### config.mk
export PLATFORM = sky130hd
export DESIGN_NAME = dtsr_ram
export DESIGN_NICKNAME = d
export VERILOG_FILES = /design/src/sv/dtsr_ram.sv
export SDC_FILE = /design/constraint.sdc
export NUM_CORES = 2
export LEC_CHECK = 0
export BUFFER_PORTS_ARGS = -buffer_cell sky130_fd_sc_hd__buf_2
export CAP_MARGIN = 10
export CORE_ASPECT_RATIO = 1.2
export CORE_UTILIZATION = 40
export CTS_BUF_LIST = sky130_fd_sc_hd__clkbuf_8
export DETAILED_ROUTE_END_ITERATION = 7
export PLACE_DENSITY_LB_ADDON = 0.05
export SLEW_MARGIN = 20
export SYNTH_ARGS = -nofsm -noshare
export SYNTH_HDL_FRONTEND = slang
export SYNTH_SLANG_ARGS = --single-unit
### constraint.sdc
create_clock -name clk -period 3.3 [get_ports clk]
set_input_delay 0.66 -clock clk [delete_from_list [all_inputs] [get_ports clk]]
set_output_delay 0.66 -clock clk [all_outputs]
set_load 0.1 [all_outputs]
### src/sv/dtsr_ram.sv
`timescale 1ns / 1ps
// Generic single-write, single-read RAM with registered read data.
module dtsr_ram #(
  parameter int WIDTH = 16,
  parameter int DEPTH = 256
) (
  input  logic                     clk,
  input  logic                     we,
  input  logic [$clog2(DEPTH)-1:0] waddr,
  input  logic [WIDTH-1:0]         wdata,
  input  logic [$clog2(DEPTH)-1:0] raddr,
  output logic [WIDTH-1:0]         rdata
);

  logic [WIDTH-1:0] mem [DEPTH];

  // read returns the old word on a same-address write
  always_ff @(posedge clk) begin
    if (we) begin
      mem[waddr] <= wdata;
    end
    rdata <= mem[raddr];
  end

endmodule

==> results.toml <==
[synthesis]
synth_adder_area_share = 0
synthSimpleGateAreaFrac = 0.0157
synth_compound_gate_area_share = 0.0354
synth_cell_types = 52
syn_nets = 7394
ys_ff_latch = 4112
synth_top_cell_by_area = "edfxtp_1"
netlist.area_leader.share = 0.775
synth_edf_count = 4096
synth_area_sq_mm = 0.159
synthXorXnorAreaFrac = 0
avgSynthCellArea_sq_um = 21.6
yosysSeqAreaShare = 0.777
async_flop_share = 0
synth_area_leaders = "edfxtp_1, mux4_2, mux2i_1"
synth_warnings = 0
synth.area.mux_share = 0.155
synthFlopType = "edfxtp_1"
syn_inst = 7360
synth_top_family_by_area = "multiplexers"

[cells_and_area]
final_common_cell = "edfxtp_1"
nNetsFinal = 8765
synthToLayoutAreaGrowth_pct = 17.0
fill_cells = 33370
final_cell_mix = "edfxtp_1, buf_4, mux4_2, clkbuf_8, mux2i_1"
final_cell_count_no_fill = 14485
fin_util = 0.470
drive_gt1_frac = 0.322

[setup_path]
cp-start-kind = "register"
cp_num_buf_inv = 1
crit_family = "compound AO/OA/AOI/OAI gates"
slowest_delay_ns = 0.71
arrival_ns = 4.25
worst_path_max_delay_cell = "o32ai_2"
end_kind = "register"
path_cells = "mux4_2, mux2_2, a22oi_1, buf_4, nand2_1, o32ai_2, nor4_1"
criticalPathCategory = "reg -> reg"
critical_path_required_ns = 4.38
worst-path-max-fanout = 1

[global_routing]
grt_pass1_wl_um = 673000
grt_pass1_vias = 84686
grtUsageTotal = 0.240
grt_overflow_total = 0
grt_antenna_before_repair = 36
grt_max_degree = 121

[sta]
fin_skew_ns = 0.0596
hold_viol = 0
rsz0062_at_grt = "no"
fmax_mhz = 316
maxSlewViolCount = 0
min_period_ns = 3.17
setup_viol = 0
whs_ns = 0.234
tightest_slew_ns = 1.23
max_slew_margin = 0.178
period_share = 0.960
fin_ws_ns = 0.133

[die]
die_w_um = 577
die-area_sq_mm = 0.399
initial_core_util = 0.401
ios = 50
core-area_sq_mm = 0.395
rows = 253
die_h_um = 692

[placement]
pre_cts_slack_ns = -1.10
place_congestion = 0.944
dp_cells = 13271
port_buffers = 49
dp_hpwl_um = 305000

[clocking]
htreeDepth = 6
cts_buffers = 669
insertion_delay_ns = 1.26
clk_path_buf_depth = 4
ctsResizeCount = 0
cts_tree = "done"
cts.sinks = 4112
clk_pin_slew_worst_paths_ns = 0.07
cts-root-buf = "clkbuf_8"

[pwr]
peakVddDrop_v = 0.000396
power.density_mw_per_mm2 = 564
p_leak_uw = 0.0609

[outcome]
outcome = "finished clean"

[detailed_routing]
route.detailed.drc = 0
dr_total_vias = 81263
viasPerCell = 5.61
drtAntennaViolNets = 0
first_pass_iters = 6
finalWirelength_um = 482000
wl_per_cell_um = 33.3
drt_iter0_drc = 7689

[run]
maxCapViolCount = 0

[hold_path]
min-delay-path-class = "in -> reg"
where the power goes:
group	total (uW)	leakage (uW)	internal (uW)	switching [uW]
clock network	40400	0.00688	20000	20400
registers	57700	0.0369	57600	93.8
logic	6650	0.0170	2420	4230
worst paths after layout:
kind | startpoint | endpoint | slack (ns) | depth (start not counted)
worst min register to register | mem[122][8] | rdata[8] | 1.08 | 6
worst max-delay path | mem[3][15] | rdata[15] | 0.13 | 7
worst max register to register | mem[3][15] | rdata[15] | 0.13 | 7
worst min-delay path | waddr[5] | mem[63][15] | 0.23 | 4
layer usage:
metal  GRT usage  part of all wire
met3      0.0331             0.049
met1       0.329              0.43
met2       0.392              0.48
met5           0           0.00015
met4      0.0884             0.039
cells in the mapped netlist, types with 4 or more instances:
cell and instances:
buf_2 76, clkbuf_1 230, nand4_1 26, or2_2 4
buf_1 27, a22o_1 32, buf_12 5, a221oi_1 28
mux2i_1 565, mux2_2 88, nor2_1 304, o32ai_1 20
a31oi_1 6, o31ai_1 16, nor2b_1 9, nor3_1 92
a2111oi_0 6, nand3_1 35, buf_8 11, a21oi_1 175
nor4_1 17, dfxtp_1 16, edfxtp_1 4096, o221ai_1 252
a22oi_1 43, o21ai_0 37, and3_1 11, a211oi_1 18
buf_4 26, mux4_2 797, buf_6 77, nand2_1 38
o22ai_1 148
timing repair:
item,CTS,global route
endpoints found under the hold margin,763,0
buffers inserted,0,0
hold buffers,15,0
cell type report:
type | count | area [sq um] | area share
antenna | 20 | 50.0 | 0.000270
clock buffer | 682 | 9390 | 0.0506
clock inverter | 496 | 2450 | 0.0132
inverter | 4 | 27.5 | 0.000148
multi-input combinational | 2792 | 33100 | 0.178
sequential | 4112 | 123000 | 0.664
tap | 5227 | 6540 | 0.0352
timing repair buffer | 1152 | 10700 | 0.0578
tightest hold or removal path, stage by stage:
cell and delay, ns:
buf_2 0.14, nand3_1 0.11, buf_4 0.23, nor2_1 0.16
registers in the layout, summed over array words and instances, names as in the netlist:
name   cells
rdata     16
mem     4096
stage by stage:
| stage | power [uW] | TNS, ns | instance area (sq um) |
|---|---|---|---|
| final | 105000 | 0 | 186000 |
| after global routing | 108000 | 0 | 186000 |
| after CTS | 106000 | 0 | 186000 |
| after detailed placement | 65500 | -11.43 | 174000 |
| after global placement | 65400 | -12.15 | 174000 |
| after floorplan | 61800 | 0 | 159000 |
cell families (layout without fill, tap and decap cells):
kind of cell,after synthesis,in the layout
AO/OA/AOI/OAI,786,786
buffers and inverters,456,2334
flip-flops,4112,4112
multiplexers,1450,1450
other,0,20
AND/OR/NAND/NOR,556,556
Power figures use the tool's default switching activity.
