`config.mk`:
```
export PLATFORM = sky130hd
export DESIGN_NAME = dtsr_rmw
export DESIGN_NICKNAME = d
export VERILOG_FILES = /design/src/sv/dtsr_pkg.sv /design/src/sv/dtsr_rmw.sv
export SDC_FILE = /design/constraint.sdc
export NUM_CORES = 1
export LEC_CHECK = 0
export ABC_AREA = 1
export BUFFER_PORTS_ARGS = -buffer_cell sky130_fd_sc_hd__buf_4
export CORE_MARGIN = 3
export CORE_UTILIZATION = 49
export DETAILED_ROUTE_END_ITERATION = 16
export PLACE_DENSITY = 0.85
export SYNTH_ARGS = -nofsm -noshare
export SYNTH_HDL_FRONTEND = slang
export SYNTH_SLANG_ARGS = --single-unit
export TNS_END_PERCENT = 30
```
`constraint.sdc`:
```
create_clock -name clk -period 2.92 [get_ports clk]
set_clock_uncertainty 0.2 [all_clocks]
set_input_delay 0.292 -clock clk [delete_from_list [all_inputs] [get_ports clk]]
set_output_delay 0.292 -clock clk [all_outputs]
set_load 0.01 [all_outputs]
```
`src/sv/dtsr_pkg.sv`:
```
`timescale 1ns / 1ps
// Shared constants, command codes and interface types of the span rasterizer.
package dtsr_pkg;

  // Store geometry and pixel format
  localparam int MAX_WIDTH   = 256;
  localparam int MAX_HEIGHT  = 256;
  localparam int COLOUR_BITS = 8;
  localparam int DEPTH_BITS  = 8;
  localparam int STORE_SIZE  = MAX_WIDTH * MAX_HEIGHT;
  localparam int ADDR_W      = $clog2(STORE_SIZE);

  // Port field widths
  localparam int CMD_W     = 3;
  localparam int POS_W     = 10;
  localparam int EXT_W     = 9;
  localparam int FIELD_W   = 8;
  localparam int CFG_W     = 9;
  localparam int CFG_IDX_W = 1;
  localparam int COUNT_W   = 17;

  // Internal arithmetic widths
  localparam int DIM_W   = CFG_W;
  localparam int COORD_W = POS_W + 2;            // start +/- extent never leaves this
  localparam int CNT_W   = EXT_W;                // pixel positions per span
  localparam int ACC_W   = DIM_W + COORD_W + 1;  // width * row + col, signed

  localparam logic [COUNT_W-1:0] COUNT_CAP = COUNT_W'(65536);
  localparam logic [CFG_W-1:0]   DIM_RESET = CFG_W'(256);

  typedef enum logic [CMD_W-1:0] {
    CMD_DOT     = 3'd0,
    CMD_DOT_Z   = 3'd1,
    CMD_HSPAN   = 3'd2,
    CMD_VSPAN   = 3'd3,
    CMD_OUTLINE = 3'd4,
    CMD_FILL    = 3'd5,
    CMD_READ    = 3'd6
  } cmd_t;

  typedef enum logic [CFG_IDX_W-1:0] {
    REG_WIDTH  = 1'b0,
    REG_HEIGHT = 1'b1
  } cfg_reg_t;

  typedef logic [COLOUR_BITS-1:0] colour_t;
  typedef logic [DEPTH_BITS-1:0]  depth_t;

  typedef struct packed {
    depth_t  depth;
    colour_t colour;
  } word_t;

  // One pixel request from the walker to the read-modify-write stage
  typedef struct packed {
    logic              valid;
    logic              rd;
    logic              tested;
    logic [ADDR_W-1:0] addr;
  } pix_req_t;

  typedef struct packed {
    logic [ADDR_W-1:0] raddr;
    logic              we;
    logic [ADDR_W-1:0] waddr;
    word_t             wdata;
  } ram_port_t;

  typedef struct packed {
    logic busy;
    logic done;
  } walk_stat_t;

  typedef struct packed {
    colour_t            colour;
    depth_t             depth;
    logic [COUNT_W-1:0] count;
  } result_t;

endpackage

```
`src/sv/dtsr_rmw.sv`:
```
`timescale 1ns / 1ps
// Read-modify-write stage of the frame store, with forwarding, counting and the reset clear.
module dtsr_rmw
  import dtsr_pkg::*;
(
  input  logic      clk,
  input  logic      rst_n,
  input  logic      cmd_start,
  input  colour_t   new_colour,
  input  depth_t    new_depth,
  input  pix_req_t  req,
  input  word_t     ram_q,
  output ram_port_t ram,
  output logic      clear_busy,
  output result_t   res
);

  pix_req_t           p_r;
  colour_t            colour_r, rd_colour_r;
  depth_t             depth_r, rd_depth_r;
  logic               fwd_valid_r;
  logic [ADDR_W-1:0]  fwd_addr_r;
  word_t              fwd_data_r;
  logic               clear_busy_r;
  logic [ADDR_W-1:0]  clear_idx_r;
  logic [COUNT_W-1:0] count_r;

  word_t old_w, pix_data;
  logic  pix_we;

  // the word written last cycle is not yet visible in the read data
  assign old_w = (fwd_valid_r && (fwd_addr_r == p_r.addr)) ? fwd_data_r : ram_q;

  assign pix_we   = p_r.valid && !p_r.rd && (!p_r.tested || (old_w.depth <= depth_r));
  assign pix_data = p_r.tested ? word_t'{depth: depth_r, colour: colour_r}
                               : word_t'{depth: old_w.depth, colour: colour_r};

  assign ram.raddr = req.addr;
  assign ram.we    = clear_busy_r || pix_we;
  assign ram.waddr = clear_busy_r ? clear_idx_r : p_r.addr;
  assign ram.wdata = clear_busy_r ? '0 : pix_data;

  always_ff @(posedge clk) begin
    if (!rst_n) begin
      p_r          <= '0;
      fwd_valid_r  <= 1'b0;
      clear_busy_r <= 1'b1;
      clear_idx_r  <= '0;
    end else begin
      p_r         <= req;
      fwd_valid_r <= pix_we && !clear_busy_r;
      if (clear_busy_r) begin
        clear_idx_r <= clear_idx_r + ADDR_W'(1);
        if (clear_idx_r == ADDR_W'(STORE_SIZE - 1)) clear_busy_r <= 1'b0;
      end
    end
  end

  always_ff @(posedge clk) begin
    fwd_addr_r <= p_r.addr;
    fwd_data_r <= pix_data;
    if (cmd_start) begin
      colour_r    <= new_colour;
      depth_r     <= new_depth;
      rd_colour_r <= '0;
      rd_depth_r  <= '0;
      count_r     <= '0;
    end else begin
      if (p_r.valid && p_r.rd) begin
        rd_colour_r <= old_w.colour;
        rd_depth_r  <= old_w.depth;
      end
      if (pix_we && (count_r != COUNT_CAP)) count_r <= count_r + COUNT_W'(1);
    end
  end

  assign clear_busy = clear_busy_r;
  assign res.colour = rd_colour_r;
  assign res.depth  = rd_depth_r;
  assign res.count  = count_r;

endmodule

```
==> impl_metrics.yaml <==
run_status:
  status: "complete, but fails checks"
  violations: "negative setup slack"
global_route:
  grt_max_degree: 41
  grt_pass1_vias: 5790
  grt_overflow_total: 0
  top_usage_layer: "met2"
  grtUsageMet1_pct: 31.10
  grt_use_total_pct: 26.42
  grtUsageMet3_pct: 6.631
  grt_pass1_wl_um: 27100
  gr-usage-met2_pct: 44.68
  antenna_found_initial: 0
sta:
  timing.final.ws_setup_ns: -0.3703
  fin_tns_setup_ns: -1.211
  tightest_slew_ns: 0.7055
  hold_viol_final: 0
  layout_min_cycle_time_ns: 3.290
  timing.slew.headroom_pct: 52.92
  rsz0062_at_grt: "true"
  maxSlewViolCount: 0
  fmax_ghz: 0.3039
  fin_crit_sh_pct: 112.7
  setup_viol: 16
clock_tree:
  cts_root_buf: "clkbuf_16"
  clkSlewWorstSetupHoldPaths_ns: 0.06
  cts_max_level: 4
  cts_tree: "yes"
  cts_made_buffers: 17
  cts_buffer_depth: 2
  cts_sinks: 118
  insertion_delay_ns: 0.42
pwr:
  leakage_nw: 4.048
  max-vdd-ir-drop_mv: 0.4764
  power_density_nw_per_um2: 524.7
  total_power_w: 0.004325
critical_path:
  start_kind: "flop"
  r2r_setup_slack_ns: -0.10
  required_ns: 2.43
  end_kind: "output port"
  crit_type: "flop to output port"
  r2r-end: "count_r[6]"
  cp_max_fo: 6
  reg2reg_depth: 23
  worstReg2RegStart: "p_r[1]"
  arrival_ns: 2.80
drt:
  first_pass_iters: 5
  final_antenna_net_count: 0
  vias_per_cell: 5.252
  drt_wl_total_um: 17950
  drtIter0Drc: 803
  num_vias: 6014
  wl_per_cell_um: 15.68
  drc: 0
floorplan:
  die-height_um: 113.5
  io_pins: 137
  die_w_um: 113.5
  die-area_um2: 12870
  row_count: 38
  coreArea_um2: 11080
  start_util_pct: 51.08
placed_design:
  place_area_um2: 6818
  post-place-cells: 1050
  io_buffers: 136
  gp_congestion: 0.9844
  dp_hpwl_um: 10810
worst_hold_path:
  holdCritStartpoint: "ram_q[15]"
  min_path_type: "input pin to flop"
  hold_end: "rd_depth_r[7]"
  worstHoldPathCells: 5
yosys:
  netlist_area_um2: 5659
  ys_seq_area_share_pct: 44.57
  synth_seq_cells: 118
  synthCells: 789
  netlist-cell-type-count: 37
  syn_avg_cell_area_um2: 7.173
  synth_nets: 854
  async_flop_share_pct: 0
  ys.flop_type: "dfxtp_1"
  ys_warn_count: 0
  synth_edf_count: 16
finish:
  utilization_pct: 74.41
  syn_to_final_growth_pct: 45.66
  drive_gt1_share_pct: 30.35
  diodes: 0
  nets: 1057
  final_area_um2: 8243
  finalNonFillerCells: 1145
flow_run:
  drv_cap: 0
-- how the worst max path moves through the flow --
stage               startpoint       to  slack [ns]
finish                  p_r[1]  ram[32]       -0.37
global route           p_r[10]  ram[32]       -0.55
detailed placement      p_r[6]  ram[32]       0.005
CTS                     p_r[5]  ram[32]       -0.36
global placement        p_r[3]  ram[32]        0.08
floorplan               p_r[7]  ram[32]         0.1
-- layout make-up --
type / instances / area (um^2)
clock buffers: 23 / 467.9
clock inverters: 9 / 105.1
fillers: 716 / 2835
inverters: 140 / 525.5
multi-input cells: 495 / 2625
flip-flops and latches: 118 / 2541
well taps: 140 / 175.2
repair buffers: 220 / 1803
-- per-layer routing --
layer | routed length [um] | vias up
li1 | - | 2853
met1 | 6931 | 2739
met2 | 8740 | 335
met3 | 1403 | 87
met4 | 874 | 0
met5 | 0 | -
-- worst max-delay path, cell delays in order, from the launching register on --
cell and delay [ns]:
dfxtp_2 0.35, inv_1 0.07, nand2_1 0.09, nand2_1 0.08, nor2_2 0.10, nand2_2 0.08, nor2_4 0.14, nand3_4 0.14
buf_8 0.17, nand2_4 0.06, and2_1 0.13, inv_2 0.05, ha_4 0.26, nand2_2 0.07, nor2_2 0.13, nor3_2 0.05
nand2_1 0.07, nand2_2 0.06, nand2_2 0.09, nand2_2 0.06, buf_6 0.12
-- repair_timing --
item,in CTS,in global routing
gates resized for setup,23,65
setup buffers,15,9
endpoints found under the hold margin,42,0
hold buffers,42,0
setup endpoints to repair,1,20
pin swaps,16,31
-- where the power goes --
part           switching [W]  internal [W]
Sequential         0.0000478       0.00173
Clock               0.000732       0.00129
Combinational       0.000279      0.000243
Total                0.00106       0.00327
-- logic make-up (layout without fill, tap and decap cells) --
family | count (synthesis) | count (layout) | synth area share [%]
and+or+nand+nor | 436 | 436 | 35.24
buffers and inverters | 176 | 392 | 12.96
DFF | 118 | 118 | 44.57
AOI/OAI and AO/OA | 43 | 43 | 4.024
adders and majority gates | 11 | 11 | 2.432
xor gates and xnor gates | 5 | 5 | 0.7740
-- registers in the layout, indices dropped and copies added (netlist names) --
register	cells
clear_busy	1
clear_idx_r	16
colour_r	8
count_r	17
depth_r	8
fwd_addr_r	16
fwd_data_r	16
fwd_valid_r	1
p_r	19
rd_colour_r	8
rd_depth_r	8
-- layout by cell type, fill, tap and decap left out, types with 2 or more instances in the layout --
| cell type | count |
|---|---|
| a21oi_1 | 13 |
| a21oi_2 | 5 |
| and2_1 | 4 |
| and2_4 | 3 |
| buf_4 | 170 |
| buf_6 | 5 |
| buf_8 | 2 |
| bufinv_16 | 2 |
| clkbuf_1 | 4 |
| clkbuf_16 | 17 |
| clkbuf_8 | 2 |
| clkinv_1 | 2 |
| clkinv_2 | 3 |
| clkinvlp_4 | 4 |
| dfxtp_1 | 87 |
| dfxtp_2 | 15 |
| dlygate4sd3_1 | 42 |
| edfxtp_1 | 16 |
| ha_1 | 6 |
| ha_4 | 5 |
| inv_1 | 130 |
| inv_2 | 8 |
| nand2_1 | 178 |
| nand2_2 | 25 |
| nand2_4 | 4 |
| nand3_1 | 45 |
| nand3_2 | 3 |
| nand3_4 | 3 |
| nand3b_1 | 2 |
| nand4_1 | 36 |
| nor2_1 | 95 |
| nor2_2 | 9 |
| nor2_4 | 8 |
| nor3_1 | 11 |
| nor3_2 | 4 |
| o21ai_0 | 20 |
| o21ai_2 | 2 |
| or2_2 | 2 |
| xnor2_1 | 2 |
| xor2_1 | 2 |
-- synth_stat cells (2+ instances only) --
cell type,count,area [um^2]
edfxtp_1,16,480.5
clkbuf_1,14,52.55
nor3_2,3,30.03
nand2_2,3,18.77
nand3_2,4,40.04
nand3_4,2,35.03
xor2_1,2,17.52
nand3b_1,2,15.01
nand4_1,36,225.2
dfxtp_1,102,2042
clkinv_1,2,7.510
o21ai_0,21,105.1
nor2_4,5,56.30
a21oi_1,17,85.08
buf_4,19,142.6
nand3_1,45,225.2
ha_1,11,137.6
nor2_1,100,375.4
and2_1,7,43.79
nor2_2,7,43.79
nand2_1,204,765.7
or2_2,2,12.51
nor3_1,12,60.06
buf_1,2,7.510
xnor2_1,3,26.28
inv_1,137,514.2
-- stage by stage --
step / hold WS, ns / setup WS (ns)
after CTS: 0.01449 / -0.3649
after detailed placement: 0.1555 / 0.005196
final: 0.01694 / -0.3703
after global routing: 0.03598 / -0.5491
after global placement: 0.1529 / 0.08038
after floorplan: 0.1480 / 0.09824
No activity file was read; power rests on OpenSTA's default activity.
