`src/sv/dtsr_pkg.sv`:
```
`timescale 1ns / 1ps
// Shared constants, command codes and interface types of the span rasterizer.
package dtsr_pkg;

  // Store geometry and pixel format
  localparam int MAX_WIDTH   = 256;
  localparam int MAX_HEIGHT  = 256;
  localparam int COLOUR_BITS = 8;
  localparam int DEPTH_BITS  = 8;
  localparam int STORE_SIZE  = MAX_WIDTH * MAX_HEIGHT;
  localparam int ADDR_W      = $clog2(STORE_SIZE);

  // Port field widths
  localparam int CMD_W     = 3;
  localparam int POS_W     = 10;
  localparam int EXT_W     = 9;
  localparam int FIELD_W   = 8;
  localparam int CFG_W     = 9;
  localparam int CFG_IDX_W = 1;
  localparam int COUNT_W   = 17;

  // Internal arithmetic widths
  localparam int DIM_W   = CFG_W;
  localparam int COORD_W = POS_W + 2;            // start +/- extent never leaves this
  localparam int CNT_W   = EXT_W;                // pixel positions per span
  localparam int ACC_W   = DIM_W + COORD_W + 1;  // width * row + col, signed

  localparam logic [COUNT_W-1:0] COUNT_CAP = COUNT_W'(65536);
  localparam logic [CFG_W-1:0]   DIM_RESET = CFG_W'(256);

  typedef enum logic [CMD_W-1:0] {
    CMD_DOT     = 3'd0,
    CMD_DOT_Z   = 3'd1,
    CMD_HSPAN   = 3'd2,
    CMD_VSPAN   = 3'd3,
    CMD_OUTLINE = 3'd4,
    CMD_FILL    = 3'd5,
    CMD_READ    = 3'd6
  } cmd_t;

  typedef enum logic [CFG_IDX_W-1:0] {
    REG_WIDTH  = 1'b0,
    REG_HEIGHT = 1'b1
  } cfg_reg_t;

  typedef logic [COLOUR_BITS-1:0] colour_t;
  typedef logic [DEPTH_BITS-1:0]  depth_t;

  typedef struct packed {
    depth_t  depth;
    colour_t colour;
  } word_t;

  // One pixel request from the walker to the read-modify-write stage
  typedef struct packed {
    logic              valid;
    logic              rd;
    logic              tested;
    logic [ADDR_W-1:0] addr;
  } pix_req_t;

  typedef struct packed {
    logic [ADDR_W-1:0] raddr;
    logic              we;
    logic [ADDR_W-1:0] waddr;
    word_t             wdata;
  } ram_port_t;

  typedef struct packed {
    logic busy;
    logic done;
  } walk_stat_t;

  typedef struct packed {
    colour_t            colour;
    depth_t             depth;
    logic [COUNT_W-1:0] count;
  } result_t;

endpackage

```
`src/sv/dtsr_walker.sv`:
```
`timescale 1ns / 1ps
// Command sequencer: splits a command into spans, clips them in clip mode and walks pixel addresses.
module dtsr_walker
  import dtsr_pkg::*;
(
  input  logic                      clk,
  input  logic                      rst_n,
  input  logic                      cmd_start,
  input  cmd_t                      cmd,
  input  logic                      clip,
  input  logic signed [POS_W-1:0]   pos_x,
  input  logic signed [POS_W-1:0]   pos_y,
  input  logic [EXT_W-1:0]          ext_w,
  input  logic [EXT_W-1:0]          ext_h,
  input  logic                      colour_nz,
  input  logic [FIELD_W-1:0]        skip,
  input  logic [DIM_W-1:0]          eff_w,
  input  logic [DIM_W-1:0]          eff_h,
  output walk_stat_t                stat,
  output pix_req_t                  req
);

  typedef enum logic [5:0] {
    ST_IDLE  = 6'b000001,
    ST_SETUP = 6'b000010,
    ST_ADDR  = 6'b000100,
    ST_RUN   = 6'b001000,
    ST_DRAIN = 6'b010000,
    ST_DONE  = 6'b100000
  } wstate_t;

  localparam logic signed [COORD_W-1:0] ONE_C   = COORD_W'(1);
  localparam logic signed [COORD_W-1:0] TWO_C   = COORD_W'(2);
  localparam logic signed [ACC_W-1:0]   STORE_A = ACC_W'(STORE_SIZE);

  wstate_t state_r, state_nxt;

  // command registers
  cmd_t                    cmd_r;
  logic                    clip_r;
  logic                    colour_nz_r;
  logic signed [POS_W-1:0] x_r, y_r;
  logic [EXT_W-1:0]        w_r, h_r;
  logic [FIELD_W-1:0]      skip_r;
  logic [1:0]              idx_r;
  logic [EXT_W-1:0]        row_r;

  // current span
  logic                      hor_r;
  logic [CNT_W-1:0]          cnt_r, k_r;
  logic signed [COORD_W-1:0] col_r, lrow_r;
  logic [FIELD_W-1:0]        span_skip_r, nskip_r;
  logic signed [ACC_W-1:0]   acc_r;

  logic signed [COORD_W-1:0] x_c, y_c, w_c, h_c, row_c;
  logic                      sp_hor, sp_any;
  logic signed [COORD_W-1:0] sp_x, sp_y, sp_len;
  logic [FIELD_W-1:0]        sp_skip;

  logic signed [COORD_W-1:0] a0, across, lim_al, lim_ac, lim_w, lim_h;
  logic signed [COORD_W-1:0] lo, hi_raw, hi, start_al, col_c, lrow_c;
  logic                      across_ok;
  logic [CNT_W-1:0]          cnt_c;

  logic signed [DIM_W:0]     wcoef;
  logic signed [ACC_W-1:0]   prod, step;
  logic                      drawn, in_range, span_end, last_span;

  assign x_c   = {{(COORD_W-POS_W){x_r[POS_W-1]}}, x_r};
  assign y_c   = {{(COORD_W-POS_W){y_r[POS_W-1]}}, y_r};
  assign w_c   = $signed({{(COORD_W-EXT_W){1'b0}}, w_r});
  assign h_c   = $signed({{(COORD_W-EXT_W){1'b0}}, h_r});
  assign row_c = $signed({{(COORD_W-EXT_W){1'b0}}, row_r});
  assign lim_w = $signed({{(COORD_W-DIM_W){1'b0}}, eff_w});
  assign lim_h = $signed({{(COORD_W-DIM_W){1'b0}}, eff_h});

  // span parameters of the current step of the command
  always_comb begin
    sp_hor  = 1'b1;
    sp_any  = 1'b1;
    sp_x    = x_c;
    sp_y    = y_c;
    sp_len  = ONE_C;
    sp_skip = '0;
    unique case (cmd_r) inside
      CMD_DOT, CMD_DOT_Z, CMD_READ: begin
        sp_len = ONE_C;
      end
      CMD_HSPAN: begin
        sp_len  = w_c;
        sp_skip = clip_r ? '0 : skip_r;
      end
      CMD_VSPAN: begin
        sp_hor = 1'b0;
        sp_len = w_c;
      end
      CMD_OUTLINE: begin
        case (idx_r)
          2'd0: sp_len = w_c;
          2'd1: begin
            sp_y   = y_c + h_c - ONE_C;
            sp_len = w_c;
          end
          2'd2: begin
            sp_hor = 1'b0;
            sp_y   = y_c + ONE_C;
            sp_len = h_c - TWO_C;
          end
          default: begin
            sp_hor = 1'b0;
            sp_x   = x_c + w_c - ONE_C;
            sp_y   = y_c + ONE_C;
            sp_len = h_c - TWO_C;
          end
        endcase
      end
      CMD_FILL: begin
        sp_y   = y_c + row_c;
        sp_len = w_c;
        sp_any = (h_r != '0);
      end
      default: sp_any = 1'b0;
    endcase
  end

  // clip along and across the span
  always_comb begin
    a0        = sp_hor ? sp_x : sp_y;
    across    = sp_hor ? sp_y : sp_x;
    lim_al    = sp_hor ? lim_w : lim_h;
    lim_ac    = sp_hor ? lim_h : lim_w;
    lo        = (a0 < 0) ? '0 : a0;
    hi_raw    = a0 + sp_len;
    hi        = (hi_raw > lim_al) ? lim_al : hi_raw;
    across_ok = (across >= 0) && (across < lim_ac);
    if (clip_r) begin
      cnt_c    = (across_ok && (hi > lo)) ? CNT_W'(hi - lo) : '0;
      start_al = lo;
    end else begin
      cnt_c    = (sp_len > 0) ? CNT_W'(sp_len) : '0;
      start_al = a0;
    end
    col_c  = sp_hor ? start_al : across;
    lrow_c = sp_hor ? across : start_al;
  end

  assign wcoef = $signed({1'b0, eff_w});
  assign prod  = wcoef * lrow_r;
  assign step  = hor_r ? ACC_W'(1) : $signed({{(ACC_W-DIM_W){1'b0}}, eff_w});

  assign span_end = (k_r == cnt_r);
  assign drawn    = (nskip_r == '0);
  assign in_range = (acc_r >= 0) && (acc_r < STORE_A);

  always_comb begin
    unique case (cmd_r) inside
      CMD_OUTLINE: last_span = (idx_r == 2'd3);
      CMD_FILL:    last_span = (row_r == h_r - EXT_W'(1));
      default:     last_span = 1'b1;
    endcase
  end

  always_comb begin
    state_nxt = state_r;
    unique case (state_r)
      ST_IDLE:  if (cmd_start) state_nxt = ST_SETUP;
      ST_SETUP: state_nxt = sp_any ? ST_ADDR : ST_DRAIN;
      ST_ADDR:  state_nxt = ST_RUN;
      ST_RUN: begin
        if (span_end) state_nxt = last_span ? ST_DRAIN : ST_SETUP;
      end
      ST_DRAIN: state_nxt = ST_DONE;
      ST_DONE:  state_nxt = ST_IDLE;
      default:  state_nxt = ST_IDLE;
    endcase
  end

  always_ff @(posedge clk) begin
    if (!rst_n) begin
      state_r <= ST_IDLE;
    end else begin
      state_r <= state_nxt;
    end
  end

  always_ff @(posedge clk) begin
    unique case (state_r)
      ST_IDLE: begin
        if (cmd_start) begin
          cmd_r       <= cmd;
          clip_r      <= clip;
          colour_nz_r <= colour_nz;
          x_r         <= pos_x;
          y_r         <= pos_y;
          w_r         <= ext_w;
          h_r         <= ext_h;
          skip_r      <= skip;
          idx_r       <= '0;
          row_r       <= '0;
        end
      end
      ST_SETUP: begin
        hor_r       <= sp_hor;
        cnt_r       <= cnt_c;
        col_r       <= col_c;
        lrow_r      <= lrow_c;
        span_skip_r <= sp_skip;
      end
      ST_ADDR: begin
        acc_r   <= prod + ACC_W'(col_r);
        k_r     <= '0;
        nskip_r <= span_skip_r;
      end
      ST_RUN: begin
        if (!span_end) begin
          k_r     <= k_r + CNT_W'(1);
          acc_r   <= acc_r + step;
          nskip_r <= drawn ? span_skip_r : nskip_r - FIELD_W'(1);
        end else if (!last_span) begin
          if (cmd_r == CMD_FILL) row_r <= row_r + EXT_W'(1);
          else                   idx_r <= idx_r + 2'd1;
        end
      end
      default: ;
    endcase
  end

  assign req.valid  = (state_r == ST_RUN) && !span_end && drawn && in_range &&
                      ((cmd_r == CMD_READ) || colour_nz_r);
  assign req.rd     = (cmd_r == CMD_READ);
  assign req.tested = (cmd_r != CMD_DOT);
  assign req.addr   = acc_r[ADDR_W-1:0];

  assign stat.busy = (state_r != ST_IDLE);
  assign stat.done = (state_r == ST_DONE);

endmodule

```
`config.mk`:
```
export PLATFORM = sky130hd
export DESIGN_NAME = dtsr_walker
export DESIGN_NICKNAME = d
export VERILOG_FILES = /design/src/sv/dtsr_pkg.sv /design/src/sv/dtsr_walker.sv
export SDC_FILE = /design/constraint.sdc
export NUM_CORES = 1
export LEC_CHECK = 0
export ABC_CLOCK_PERIOD_IN_PS = 9910
export CAP_MARGIN = 0
export CORE_MARGIN = 10
export CORE_UTILIZATION = 68
export CTS_BUF_LIST = sky130_fd_sc_hd__clkbuf_8
export CTS_CLUSTER_SIZE = 28
export DETAILED_ROUTE_END_ITERATION = 7
export DONT_BUFFER_PORTS = 1
export PLACE_DENSITY = 0.84
export SLEW_MARGIN = 5
export SYNTH_ARGS = -nofsm -noshare
export SYNTH_HDL_FRONTEND = slang
export SYNTH_SLANG_ARGS = --single-unit
```
`constraint.sdc`:
```
create_clock -name clk -period 9.91 [get_ports clk]
set_input_delay 0.4955 -clock clk [delete_from_list [all_inputs] [get_ports clk]]
set_output_delay 0.4955 -clock clk [all_outputs]
set_load 0.05 [all_outputs]
```
==> results.cfg, run 1 <==
[status]
status = finished clean

[die]
dieHeight_um = 173
rows = 55
initial_core_util_pct = 69.8
core_um2 = 22800
die_w_um = 173
die_area_um2 = 30000
num_io_pins = 93

[detailed_routing]
drt_iter0_drc = 978
vias_per_cell = 6.05
wl_um = 40100
drc = 0
ant_nets = 0
wl_per_cell_um = 20.2
vias = 12000
dr.pass1.iters = 5

[synthesis]
synth.distinct_cells = 83
netlist_area_um2 = 15900
ys_seq_elements = 149
synth_nets = 2037
synth_flop_cell = edfxtp_1
synth_area_per_cell_um2 = 9.44
ys_warn_count = 0
synth_edf_count = 143
async_flop_share_pct = 0
synthCells = 1688
ys_seq_area_share_pct = 27.7

[worst_setup_path]
crit_top_cell = ha_1
max_stage_delay_ns = 0.95
critPathLaunch = y_r[2]
cp-end-kind = flop
crit_slowest_cell = a311oi_2
crit_type = reg2reg
critPathLaunchType = flop
cp_max_fo = 10
required_ns = 10.13
worstReg2RegStart = y_r[2]
arrival_ns = 8.93

[power]
comb_power_share_pct = 58.2
p_clk_share_pct = 15.9
p_leak_nw = 7.24
p_per_area_nw_per_um2 = 195
seqPwrFrac_pct = 25.8
internal-power_mw = 1.87
swShare_pct = 42.1
ir_drop_uv = 121
total_power_mw = 3.22
switchingPower_mw = 1.36

[sta]
fmax_ghz = 0.115
slew_headroom_pct = 27.9
fin_crit_sh_pct = 87.8
drv_slew = 0
hold_violations = 0
max_slew.worst_pin.slew_ns = 1.08
skew_ns = 0.0227
tns_ns = 0
fin_crit_ns = 8.70
rsz0062_at_grt = no
setup_viol = 0

[cells_and_area]
nNetsFinal = 2010
area_delta_synth_final_pct = 3.96
diodes = 0
final_cell_mix = inv_1 (251), ha_1 (158), edfxtp_1 (143)
final_common_cell = inv_1
drive_gt1_share_pct = 4.48

[placed_design]
io_buffers = 0
dp_hpwl_um = 32400
gp_congestion = 1.02

[hold_path]
hold_start = ext_h[4]
hp-class = in2reg

[clock_network]
numCtsBuffers = 17
h-tree-depth = 4
cts.path.max_buffers = 2
cts_resized = 0
clk-insertion-delay-late_ns = 0.47
hold_buffers = 0
clock-sinks = 149
cts_setup_buffers = 0
clockRootBuffer = clkbuf_8
clk_pin_slew_ns = 0.11
cts_tree = done

[run]
maxCapViolCount = 0

[global_route]
grt_max_degree = 53
antenna_found_initial = 2
grt_pass1_vias = 12100
grt_pass1_wl_um = 63700
grt_use_total_pct = 26.6
grt_remaining_overflow = 0
==> power groups by stage <==
stage	logic, mW	registers (mW)	clock network [mW]
2_1_floorplan	1.52	0.828	0
3_3_place_gp	1.80	0.844	0
3_5_place_dp	1.86	0.845	0
4_1_cts	1.87	0.830	0.521
5_1_grt	2.14	0.835	0.542
6_report	1.88	0.832	0.514
==> synth_stat cells (9+ instances only) <==
master,instances,area share (%)
nor2_1,110,2.6
inv_1,251,5.9
xor2_1,51,2.8
or3_1,12,0.47
o211ai_1,9,0.42
nand4_1,10,0.39
o21ai_0,66,2.1
mux2i_1,43,2.7
nor2b_1,19,0.75
a31oi_1,10,0.39
fa_1,119,15
o21a_1,13,0.61
a21oi_1,70,2.2
a22o_1,10,0.55
nand2b_1,12,0.47
nand2_1,129,3.0
and3_1,22,0.86
nor3_1,33,1.0
xnor2_1,70,3.8
buf_4,16,0.75
and2_1,84,3.3
clkbuf_1,33,0.78
edfxtp_1,143,27
o21bai_1,11,0.52
nand3_1,40,1.3
ha_1,158,12
a21o_1,16,0.75
==> registers in the layout, summed over array words and instances, names as in the netlist <==
name	cells
state_r	6
hor_r	1
acc_r	22
nskip_r	8
row_r	9
h_r	9
skip_r	8
w_r	9
col_r	12
clip_r	1
span_skip_r	8
colour_nz_r	1
idx_r	2
y_r	10
x_r	10
k_r	9
cmd_r	3
cnt_r	9
lrow_r	12
==> final timing paths <==
| path | slack [ns] | depth (start not counted) | to |
|---|---|---|---|
| worst max-delay path | 1.21 | 34 | cnt_r[0] |
| worst min register to register | 0.53 | 1 | span_skip_r[3] |
| worst max register to register | 1.21 | 34 | cnt_r[0] |
| worst min-delay path | 0.11 | 0 | h_r[4] |
==> kinds of logic (layout without fill, tap and decap cells) <==
family | after synthesis | in the layout | synth area share [%]
xor gates and xnor gates | 121 | 121 | 6.65
adders and majority gates | 277 | 277 | 27.3
buffers and inverters | 307 | 293 | 7.67
muxes | 46 | 46 | 2.96
AOI/OAI and AO/OA | 277 | 277 | 11.5
DFF | 149 | 149 | 27.7
and+or+nand+nor | 511 | 511 | 16.1
==> through the flow <==
step	area, um^2	cells	hold WS, ns	setup slack, ns	util, %
global route	16600	1987	0.0854	0.591	72.5
floorplan	15900	1688	0.488	2.79	-
finish	16600	1987	0.106	1.21	72.5
global placement	16200	1955	0.500	1.58	70.7
detailed placement	16200	1955	0.507	1.39	70.7
CTS	16600	1987	0.0866	1.31	72.5
==> per-layer routing <==
metal / track usage (%) / routed length (um) / vias up / share of wire, %
met5: 0 / 13 / - / 0.032
met4: 10.8 / 1400 / 2 / 3.5
met3: 5.62 / 3230 / 96 / 8.0
met2: 44.6 / 19100 / 491 / 48
met1: 32.8 / 16400 / 5760 / 41
li1: - / - / 5675 / -
==> area by class of cell <==
class | instances | area, um^2
clock buffers | 18 | 248
flip-flops and latches | 149 | 4410
fillers | 1717 | 6280
multi-input cells | 1232 | 10300
repair buffers | 9 | 67.6
inverters | 252 | 946
clock inverters | 14 | 165
well taps | 313 | 392
==> worst max-delay path: cells and delay by family (launching register included) <==
kind            cells  cell delay (ns)
xor+xnor            2             0.30
flops               1             0.51
buf+inv             3             0.25
fa+ha+maj           6             1.68
compound gates     15             4.45
mux                 2             0.45
simple gates        6             0.77
Note: power is estimated with default switching activity, not from simulation.
==> run 2, diff against run 1 <==
--- a/config.mk
+++ b/config.mk
@@ -5,7 +5,7 @@
 export SDC_FILE = /design/constraint.sdc
 export NUM_CORES = 1
 export LEC_CHECK = 0
-export ABC_CLOCK_PERIOD_IN_PS = 9910
+export ABC_CLOCK_PERIOD_IN_PS = 9900
 export CAP_MARGIN = 0
 export CORE_MARGIN = 10
 export CORE_UTILIZATION = 68
==> constraint.sdc (replaced) <==
create_clock -name clk -period 9.9 [get_ports clk]
set_input_delay 0.495 -clock clk [delete_from_list [all_inputs] [get_ports clk]]
set_output_delay 0.495 -clock clk [all_outputs]
set_load 0.05 [all_outputs]
==> results.cfg, run 2 (same netlist as run 1, synthesis figures left out) <==
[detailed_routing]
wl_met2_um = 19300
vias_per_cell = 6.09
drc = 0
wl_um = 40400
vias = 12100
dr.pass1.iters = 5
met1Wirelength_um = 16700
drt_iter0_drc = 1051
dr.max_layer_used = met4
wl_met3_um = 3100
wl_per_cell_um = 20.3
ant_nets = 0

[clock_network]
cts_resized = 0
cts_setup_buffers = 0
hold_buffers = 0
cts.path.max_buffers = 2
clk_pin_slew_ns = 0.10
h-tree-depth = 4
numCtsBuffers = 17
clockRootBuffer = clkbuf_8
clock-sinks = 149
cts_tree = done
clk-insertion-delay-late_ns = 0.47

[power]
total_power_mw = 3.19
ir_drop_uv = 110
p_leak_nw = 7.22
p_per_area_nw_per_um2 = 193

[status]
status = finished clean

[die]
dieHeight_um = 173
rows = 55
die_area_um2 = 30000
initial_core_util_pct = 69.8
die_w_um = 173
core_um2 = 22800
num_io_pins = 93

[hold_path]
hp-class = in2reg
hold_start = pos_y[7]

[run]
maxCapViolCount = 0

[sta]
drv_slew = 0
fin_crit_ns = 8.62
fin_crit_sh_pct = 87.0
rsz0062_at_grt = no
fmax_ghz = 0.116
max_slew.worst_pin.slew_ns = 1.11
slew_headroom_pct = 25.8
skew_ns = 0.0256
tns_ns = 0
hold_violations = 0
setup_viol = 0

[placed_design]
placed_cell_area_um2 = 16200
gp_congestion = 1.03
io_buffers = 0
dp_hpwl_um = 32900

[cells_and_area]
largest_reg_flops = 22
regMostFlops = acc_r
final_cell_mix = inv_1 (251), ha_1 (158), edfxtp_1 (143)
final_cell_area_um2 = 16500
drive_gt1_share_pct = 4.48
top_regs = acc_r: 22 flops, col_r: 12 flops, lrow_r: 12 flops
utilization_pct = 72.4
nNetsFinal = 2010
area_delta_synth_final_pct = 3.82
final_common_cell = inv_1
fillers = 1733

[worst_setup_path]
cp.depth = 36
crit_type = reg2reg
cp_top_family = compound AO/OA/AOI/OAI gates
critPathLaunchType = flop
arrival_ns = 8.83
critPathCapture = cnt_r[7]
cp_max_fo = 10
max_stage_delay_ns = 0.93
crit_buf_inv = 3
r2r_slack_ns = 1.28
r2r-end = cnt_r[7]
r2r_cells = 36
cp-end-kind = flop
critPathLaunch = h_r[1]
worstReg2RegStart = h_r[1]
required_ns = 10.12
crit_slowest_cell = a311oi_2
crit_top_cell = ha_1

[global_route]
grt_max_degree = 53
grt_remaining_overflow = 0
grt_pass1_wl_um = 65100
grt_pass1_vias = 12300
antenna_found_initial = 1
grt_use_total_pct = 26.9
run 2: cell types whose count changed in the layout (fill, tap and decap cells not counted), sizes merged:
| cell | previous run | this run |
|---|---|---|
| diode | 0 | 1 |
| bufinv | 2 | 1 |
| inv | 259 | 258 |
| clkinvlp | 1 | 3 |
run 2: final cells by class:
type | count | area, um^2 | share of cell area, %
Multi-Input combinational cell | 1232 | 10300 | 62.5
Clock inverter | 14 | 141 | 0.854
Antenna cell | 1 | 2.50 | 0.0151
Inverter | 252 | 946 | 5.72
Timing Repair Buffer | 9 | 67.6 | 0.408
Clock buffer | 18 | 248 | 1.50
Sequential cell | 149 | 4410 | 26.7
Tap cell | 313 | 392 | 2.37
run 2: report_power, final:
group	internal, mW	switching, mW	leakage [nW]
Sequential	0.796	0.0375	1.35
Clock	0.212	0.270	0.190
Combinational	0.838	1.04	5.68
run 2: worst min path at each step:
stage	end	slack, ns	cells after the start
2_1_floorplan	state_r[5]	0.49	2
3_5_place_dp	span_skip_r[6]	0.51	1
5_1_grt	h_r[0]	0.10	0
4_1_cts	h_r[6]	0.10	0
6_report	y_r[7]	0.12	0
3_3_place_gp	nskip_r[2]	0.50	2
run 2: stage by stage:
stage                     setup slack [ns]  cells  hold WS [ns]
final                                 1.28   1988         0.117
after global routing                 0.593   1987         0.102
after CTS                             1.34   1987         0.104
after detailed placement              1.39   1955         0.507
after global placement                1.59   1955         0.500
after floorplan                       2.78   1688         0.488
run 2: routing by layer:
layer,track usage (%),vias up
li1,-,5673
met1,33.7,5795
met2,45.3,528
met3,4.94,108
met4,10.5,0
met5,0,-
